`config.mk`:
```
export PLATFORM = sky130hd
export DESIGN_NAME = lock_relay_pulse_retry_controller_unit
export DESIGN_NICKNAME = d
export VERILOG_FILES = /design/src/hdl/lrprc_pkg.sv /design/src/hdl/lock_relay_pulse_retry_controller_unit.sv
export SDC_FILE = /design/constraint.sdc
export NUM_CORES = 1
export LEC_CHECK = 0
export ABC_AREA = 0
export BUFFER_PORTS_ARGS = -buffer_cell sky130_fd_sc_hd__buf_2
export CAP_MARGIN = 20
export CORE_UTILIZATION = 44
export DETAILED_ROUTE_END_ITERATION = 8
export PLACE_DENSITY = 0.68
export SYNTH_ARGS = -nofsm -noshare
export SYNTH_HDL_FRONTEND = slang
export SYNTH_SLANG_ARGS = --single-unit
```
`constraint.sdc`:
```
create_clock -name clk -period 5.85 [get_ports clk]
set_input_delay 1.17 -clock clk [delete_from_list [all_inputs] [get_ports clk]]
set_output_delay 1.17 -clock clk [all_outputs]
set_load 0.02 [all_outputs]
```
`src/hdl/lrprc_pkg.sv`:
```
// ----------------------------------------------------------------------------
// lrprc_pkg
// Shared types and constants for the lock relay pulse/retry controller.
// ----------------------------------------------------------------------------
package lrprc_pkg;

  // controller phases as seen on the result word
  typedef enum logic [2:0] {
    PH_IDLE   = 3'd0,
    PH_PULSE  = 3'd1,
    PH_SETTLE = 3'd2,
    PH_RETRY  = 3'd3,
    PH_HOLD   = 3'd4
  } phase_t;

  // configuration register indexes
  localparam logic [2:0] REG_PULSE_TIME    = 3'd0;
  localparam logic [2:0] REG_SETTLE_TIME   = 3'd1;
  localparam logic [2:0] REG_RETRY_DELAY   = 3'd2;
  localparam logic [2:0] REG_HOLD_OFF_TIME = 3'd3;
  localparam logic [2:0] REG_MAX_RETRIES   = 3'd4;

  // widths
  localparam int TIME_W  = 16;
  localparam int RETRY_W = 4;
  localparam int CHECK_W = 5;

  // register reset values
  localparam logic [TIME_W-1:0]  PULSE_TIME_RST    = 16'd500;
  localparam logic [TIME_W-1:0]  SETTLE_TIME_RST   = 16'd100;
  localparam logic [TIME_W-1:0]  RETRY_DELAY_RST   = 16'd1000;
  localparam logic [TIME_W-1:0]  HOLD_OFF_TIME_RST = 16'd2000;
  localparam logic [RETRY_W-1:0] MAX_RETRIES_RST   = 4'd3;

  localparam logic [TIME_W-1:0] TICKS_MAX = 16'hFFFF;

endpackage

```
`src/hdl/lock_relay_pulse_retry_controller_unit.sv`:
```
// ----------------------------------------------------------------------------
// lock_relay_pulse_retry_controller_unit
// Tick-driven relay pulse, settle check and retry sequencer for a door lock.
// ----------------------------------------------------------------------------
// Usage:
//   Each word on the s_ group is one millisecond tick carrying the open
//   request pulse and the lock sensor level. For every accepted tick the
//   block returns exactly one result word on the m_ group: relay drive,
//   failure flag and current phase, all taken after that tick's update.
//   The user loads timing registers through cfg_we/cfg_index/cfg_data while the block is
//   idle; the block does not enforce this. Indexes above the register list are ignored.
// Result timing and throughput:
//   The result of a tick is registered and shows on m_tdata in the cycle after it is accepted.
//   One tick is accepted per clock while the result is not stalled; the sequencer state and the result
//   register update in the same edge, so back-to-back ticks run at full rate.
// Reset:
//   rst clears the phase to idle, the tick counter, retry count, request
//   latch, failure flag and relay, loads the register defaults and empties
//   the result register.
// Stall:
//   While a result waits and m_tready is low, s_tready drops; a tick is taken
//   in the same cycle the waiting result is taken.
// ----------------------------------------------------------------------------
module lock_relay_pulse_retry_controller_unit (
  input  logic        clk,
  input  logic        rst,
  // tick input
  input  logic        s_tvalid,
  output logic        s_tready,
  input  logic [7:0]  s_tdata,   // [0] open_request, [1] lock_sensed_open, [7:2] zero
  // result output
  output logic        m_tvalid,
  input  logic        m_tready,
  output logic [7:0]  m_tdata,   // [0] relay_drive, [1] open_failed, [4:2] phase, [7:5] zero
  // configuration write
  input  logic        cfg_we,
  input  logic [2:0]  cfg_index,
  input  logic [15:0] cfg_data
);

  localparam int TW = lrprc_pkg::TIME_W;
  localparam int RW = lrprc_pkg::RETRY_W;
  localparam int CW = lrprc_pkg::CHECK_W;

  // configuration registers
  logic [TW-1:0] pulse_time;
  logic [TW-1:0] settle_time;
  logic [TW-1:0] retry_delay;
  logic [TW-1:0] hold_off_time;
  logic [RW-1:0] max_retries;

  // sequencer state
  lrprc_pkg::phase_t phase, phase_next;
  logic [TW-1:0] elapsed, elapsed_next;
  logic [CW-1:0] failed_checks, failed_checks_next;
  logic          request_pending, request_pending_next;
  logic          failure_flag, failure_flag_next;
  logic          relay, relay_next;

  logic open_request;
  logic lock_sensed_open;
  logic accept;

  logic [TW-1:0] limit;
  logic          timed_out;
  logic [TW-1:0] elapsed_inc;
  logic          more_retries;

  assign open_request     = s_tdata[0];
  assign lock_sensed_open = s_tdata[1];
  assign s_tready         = !m_tvalid || m_tready;
  assign accept           = s_tvalid && s_tready;

  // configuration writes
  always_ff @(posedge clk) begin
    if (rst) begin
      pulse_time    <= lrprc_pkg::PULSE_TIME_RST;
      settle_time   <= lrprc_pkg::SETTLE_TIME_RST;
      retry_delay   <= lrprc_pkg::RETRY_DELAY_RST;
      hold_off_time <= lrprc_pkg::HOLD_OFF_TIME_RST;
      max_retries   <= lrprc_pkg::MAX_RETRIES_RST;
    end else if (cfg_we) begin
      case (cfg_index)
        lrprc_pkg::REG_PULSE_TIME:    pulse_time    <= cfg_data;
        lrprc_pkg::REG_SETTLE_TIME:   settle_time   <= cfg_data;
        lrprc_pkg::REG_RETRY_DELAY:   retry_delay   <= cfg_data;
        lrprc_pkg::REG_HOLD_OFF_TIME: hold_off_time <= cfg_data;
        lrprc_pkg::REG_MAX_RETRIES:   max_retries   <= cfg_data[RW-1:0];
        default: ;
      endcase
    end
  end

  // time limit of the current phase; idle counts toward saturation
  always_comb begin
    case (phase)
      lrprc_pkg::PH_PULSE:  limit = pulse_time;
      lrprc_pkg::PH_SETTLE: limit = settle_time;
      lrprc_pkg::PH_RETRY:  limit = retry_delay;
      lrprc_pkg::PH_HOLD:   limit = hold_off_time;
      default:              limit = lrprc_pkg::TICKS_MAX;
    endcase
  end

  assign timed_out    = elapsed >= limit;
  assign elapsed_inc  = (elapsed == lrprc_pkg::TICKS_MAX) ? elapsed : elapsed + TW'(1);
  assign more_retries = failed_checks < {1'b0, max_retries};

  // next state for one tick
  always_comb begin
    phase_next           = phase;
    elapsed_next         = timed_out ? elapsed : elapsed_inc;
    failed_checks_next   = failed_checks;
    request_pending_next = request_pending || open_request;
    failure_flag_next    = failure_flag;
    relay_next           = relay;
    case (phase)
      lrprc_pkg::PH_PULSE: begin
        if (timed_out) begin
          relay_next   = 1'b0;
          phase_next   = lrprc_pkg::PH_SETTLE;
          elapsed_next = '0;
        end
      end
      lrprc_pkg::PH_SETTLE: begin
        if (timed_out) begin
          elapsed_next = '0;
          if (lock_sensed_open) begin
            phase_next = lrprc_pkg::PH_HOLD;
          end else begin
            failed_checks_next = failed_checks + CW'(1);
            if (more_retries) begin
              phase_next = lrprc_pkg::PH_RETRY;
            end else begin
              failure_flag_next = 1'b1;
              phase_next        = lrprc_pkg::PH_HOLD;
            end
          end
        end
      end
      lrprc_pkg::PH_RETRY: begin
        if (timed_out) begin
          phase_next   = lrprc_pkg::PH_IDLE;
          elapsed_next = '0;
        end
      end
      lrprc_pkg::PH_HOLD: begin
        if (timed_out) begin
          failed_checks_next   = '0;
          request_pending_next = 1'b0;
          failure_flag_next    = 1'b0;
          phase_next           = lrprc_pkg::PH_IDLE;
          elapsed_next         = '0;
        end
      end
      default: begin
        phase_next = lrprc_pkg::PH_IDLE;
        if (request_pending_next) begin
          relay_next   = 1'b1;
          phase_next   = lrprc_pkg::PH_PULSE;
          elapsed_next = '0;
        end
      end
    endcase
  end

  // state update on each accepted tick
  always_ff @(posedge clk) begin
    if (rst) begin
      phase           <= lrprc_pkg::PH_IDLE;
      elapsed         <= '0;
      failed_checks   <= '0;
      request_pending <= 1'b0;
      failure_flag    <= 1'b0;
      relay           <= 1'b0;
    end else if (accept) begin
      phase           <= phase_next;
      elapsed         <= elapsed_next;
      failed_checks   <= failed_checks_next;
      request_pending <= request_pending_next;
      failure_flag    <= failure_flag_next;
      relay           <= relay_next;
    end
  end

  // result register valid
  always_ff @(posedge clk) begin
    if (rst) begin
      m_tvalid <= 1'b0;
    end else if (accept) begin
      m_tvalid <= 1'b1;
    end else if (m_tready) begin
      m_tvalid <= 1'b0;
    end
  end

  // result register payload
  always_ff @(posedge clk) begin
    if (accept) begin
      m_tdata <= {3'b000, phase_next, failure_flag_next, relay_next};
    end
  end

endmodule

```
==> run summary <==
Post_cts resized - 0
Post-Syn Instances - 653
RR Startpoint - phase[1]$_SDFFE_PP0P_
Final worst path period share - 76.2%
CP max stage delay - 710 ps
Flops & latches, synth - 101
CTS max path bufs - 2
Final setup fails - 0
WHS Endpoint - retry_delay[4]$_SDFFE_PP0P_
Dpl hpwl - 8750 um
Critical path cell sequence - nand2b_1, nor2_1, a221oi_1, ha_1, nand2_1, or3_1, a311oi_1, or3_1, mux2i_1, nand2_1
Synth Area in Compound Gates - 19.3%
Clock insertion delay at the later pin of the skew report - 360 ps
CP Data Arrival Time - 4540 ps
Maxcap violations - 0
Slew Viols, Final - 0
Place WS - 1450 ps
Register-to-register setup slack - 1390 ps
Reg clk slew, reported paths - 70 ps
Residual DRC count - 0
Syn Area/Cell - 7.67 um^2
Library cells used by synthesis - 49
Count of input and output buffers - 32
I/O Pins - 42
Final min period - 4460 ps
Max VDD drop - 0.136 mV
First-pass GRT wire length - 21900 um
Detail Route Antenna Nets - 0
Crit end category - flop
Nets - 711
Hold Path Class - flop to flop
Area Overhead vs Synth - 10.6%
Post-Synth Simple-Gate Area - 27.6%
Synth top area cells - dfxtp_1 38%, nand2_1 12%, a21oi_1 9.3%
Largest family of logic cells by synthesized area - simple AND/OR/NAND/NOR gates
Share of post-route cells with drive strength above 1 - 9.35%
Synth area leader - dfxtp_1
Fin. Hold Viols - 0
Filler instances - 1076
FF-to-FF End - m_tdata[2]$_DFFE_PP_
Async S/R FF share, synth - 0%
Die Area - 11800 um^2
Clk sinks - 101
Power Density - 279 nW/um^2
Req. time, crit path - 5930 ps
Hold Crit Start - retry_delay[4]$_SDFFE_PP0P_
Antenna violations before repair - 0
R2R cell count - 10
Post-synth EDFFs - 5
Routed wire length - 13400 um
Post-Syn Area - 5010 um^2
CTS tree - built
Total track usage - 23.9%
Vias in the first global route - 4456
Total Neg Setup Slack - 0 ps
DR pass1 iterations - 5
Adder-Cell Fraction of Synth Area - 5.25%
Die H - 109 um
Wirelength per Cell - 16.7 um
Post-Synth XOR/XNOR Area - 0%
Post-synthesis mux area share - 1.60%
Initial Utilization - 45.6%
Largest net degree at the start of global routing - 56
Final worst setup slack - 1390 ps
F_max - 224 MHz
Worst setup SP type - flop
Via count - 4757
Worst Clk Skew - 5.99 ps
Worst slew pin tran - 1040 ps
Worst-path fanout max - 24
CTS root buf - clkbuf_16
Yosys top cell area share - 38.4%
Syn. warnings - 0
CTS H-tree lvls - 3
Outcome - finished, final reports clean
RD Place Congestion - 0.817
Static Leak - 2.10 nW
Slew HR - 30.9%
Post-CTS Hold Buffers - 0
Congestion Overflow GR - 0
Num rows - 38
Hold Path Depth - 2
Initial DRC count - 324
Chip width - 109 um
Post-synth top cells - 165 x nand2_1, 96 x dfxtp_1, 93 x a21oi_1
RSZ-0062 raised after global routing - no
Dominant synthesized flop cell - dfxtp_1
Count leader, synth - nand2_1
Register area share after synthesis - 41.4%
Worst path slowest cell - or3_1
Crit path kind - flop to flop
Post-CTS setup buffer count - 0
Number of buffers created by CTS - 9
DR vias/cell - 5.92
Core outline area - 11000 um^2
Ant. Diodes - 0
## worst max path at each step
stage                                     start                 endpoint  slack [ps]  cells past startpoint
final                     phase[1]$_SDFFE_PP0P_     m_tdata[2]$_DFFE_PP_        1390                     10
after global routing      phase[0]$_SDFFE_PP0P_     m_tdata[2]$_DFFE_PP_        1100                     12
after CTS                 phase[1]$_SDFFE_PP0P_     m_tdata[2]$_DFFE_PP_        1440                     10
after detailed placement  phase[1]$_SDFFE_PP0P_     m_tdata[2]$_DFFE_PP_        1450                     10
after global placement    phase[1]$_SDFFE_PP0P_     m_tdata[2]$_DFFE_PP_        1540                     10
after floorplan           phase[0]$_SDFFE_PP0P_  elapsed[3]$_SDFFE_PP0P_        2130                     13
## logic make-up after synthesis
logic type | count (synthesis)
AOI/OAI and AO/OA | 160
adders and majority gates | 21
buffers and inverters | 58
DFF | 101
muxes | 8
other | 1
and+or+nand+nor | 304
## power breakdown
part | internal [mW] | total [mW] | leakage (nW) | switching (mW)
registers | 0.711 | 0.722 | 0.829 | 0.0106
logic | 0.0524 | 0.154 | 1.11 | 0.102
clock network | 0.383 | 0.670 | 0.160 | 0.287
total | 1.15 | 1.55 | 2.10 | 0.400
## critical path: cells and delay by family, from the launching register on
family          cells  cell delay, ps
flops               1             610
compound gates      2             600
mux                 1             330
fa+ha+maj           1             310
simple gates        6            2330
## sequential cells by signal, summed over array words and instances (netlist names)
signal,flops
elapsed,16
hold_off_time,16
pulse_time,16
retry_delay,16
settle_time,16
failed_checks,5
m_tdata,5
max_retries,4
phase,3
failure_flag,1
m_tvalid,1
relay,1
request_pending,1
## placed cells by master (no fill, tap or decap), drive strengths merged, types with 14 or more instances in the layout
master	synthesis	routed
o31ai	14	14
buf	10	40
dfxtp	96	96
nand2	165	165
a21oi	93	93
inv	10	14
nand3	35	35
ha	21	21
nor2	34	34
## cell type report
cell class / instances / area [um^2] / area share (%)
Multi-Input combinational cell: 496 / 2710 / 48.8
Sequential cell: 101 / 2070 / 37.4
Clock buffer: 9 / 225 / 4.06
Timing Repair Buffer: 40 / 220 / 3.97
Tap cell: 140 / 175 / 3.16
Clock inverter: 7 / 105 / 1.90
Inverter: 10 / 37.5 / 0.677
## metal layers
layer / up-vias / share of wire (%) / track usage (%)
met5: - / 0 / 0
met4: 0 / 1.8 / 9.56
met3: 20 / 6.4 / 4.30
met2: 150 / 46 / 38.4
met1: 2263 / 46 / 31.8
li1: 2324 / - / -
## stage by stage
step / cells / utilization [%] / instance area, um^2 / hold WS (ps) / total power [mW]
2_1_floorplan: 655 / - / 5020 / 428 / 0.838
4_1_cts: 803 / 50.5 / 5540 / 456 / 1.55
5_1_grt: 803 / 50.5 / 5540 / 471 / 1.60
6_report: 803 / 50.5 / 5540 / 456 / 1.55
3_5_place_dp: 787 / 47.4 / 5210 / 446 / 0.890
3_3_place_gp: 787 / 47.4 / 5210 / 436 / 0.885
Power figures use the tool's default switching activity.
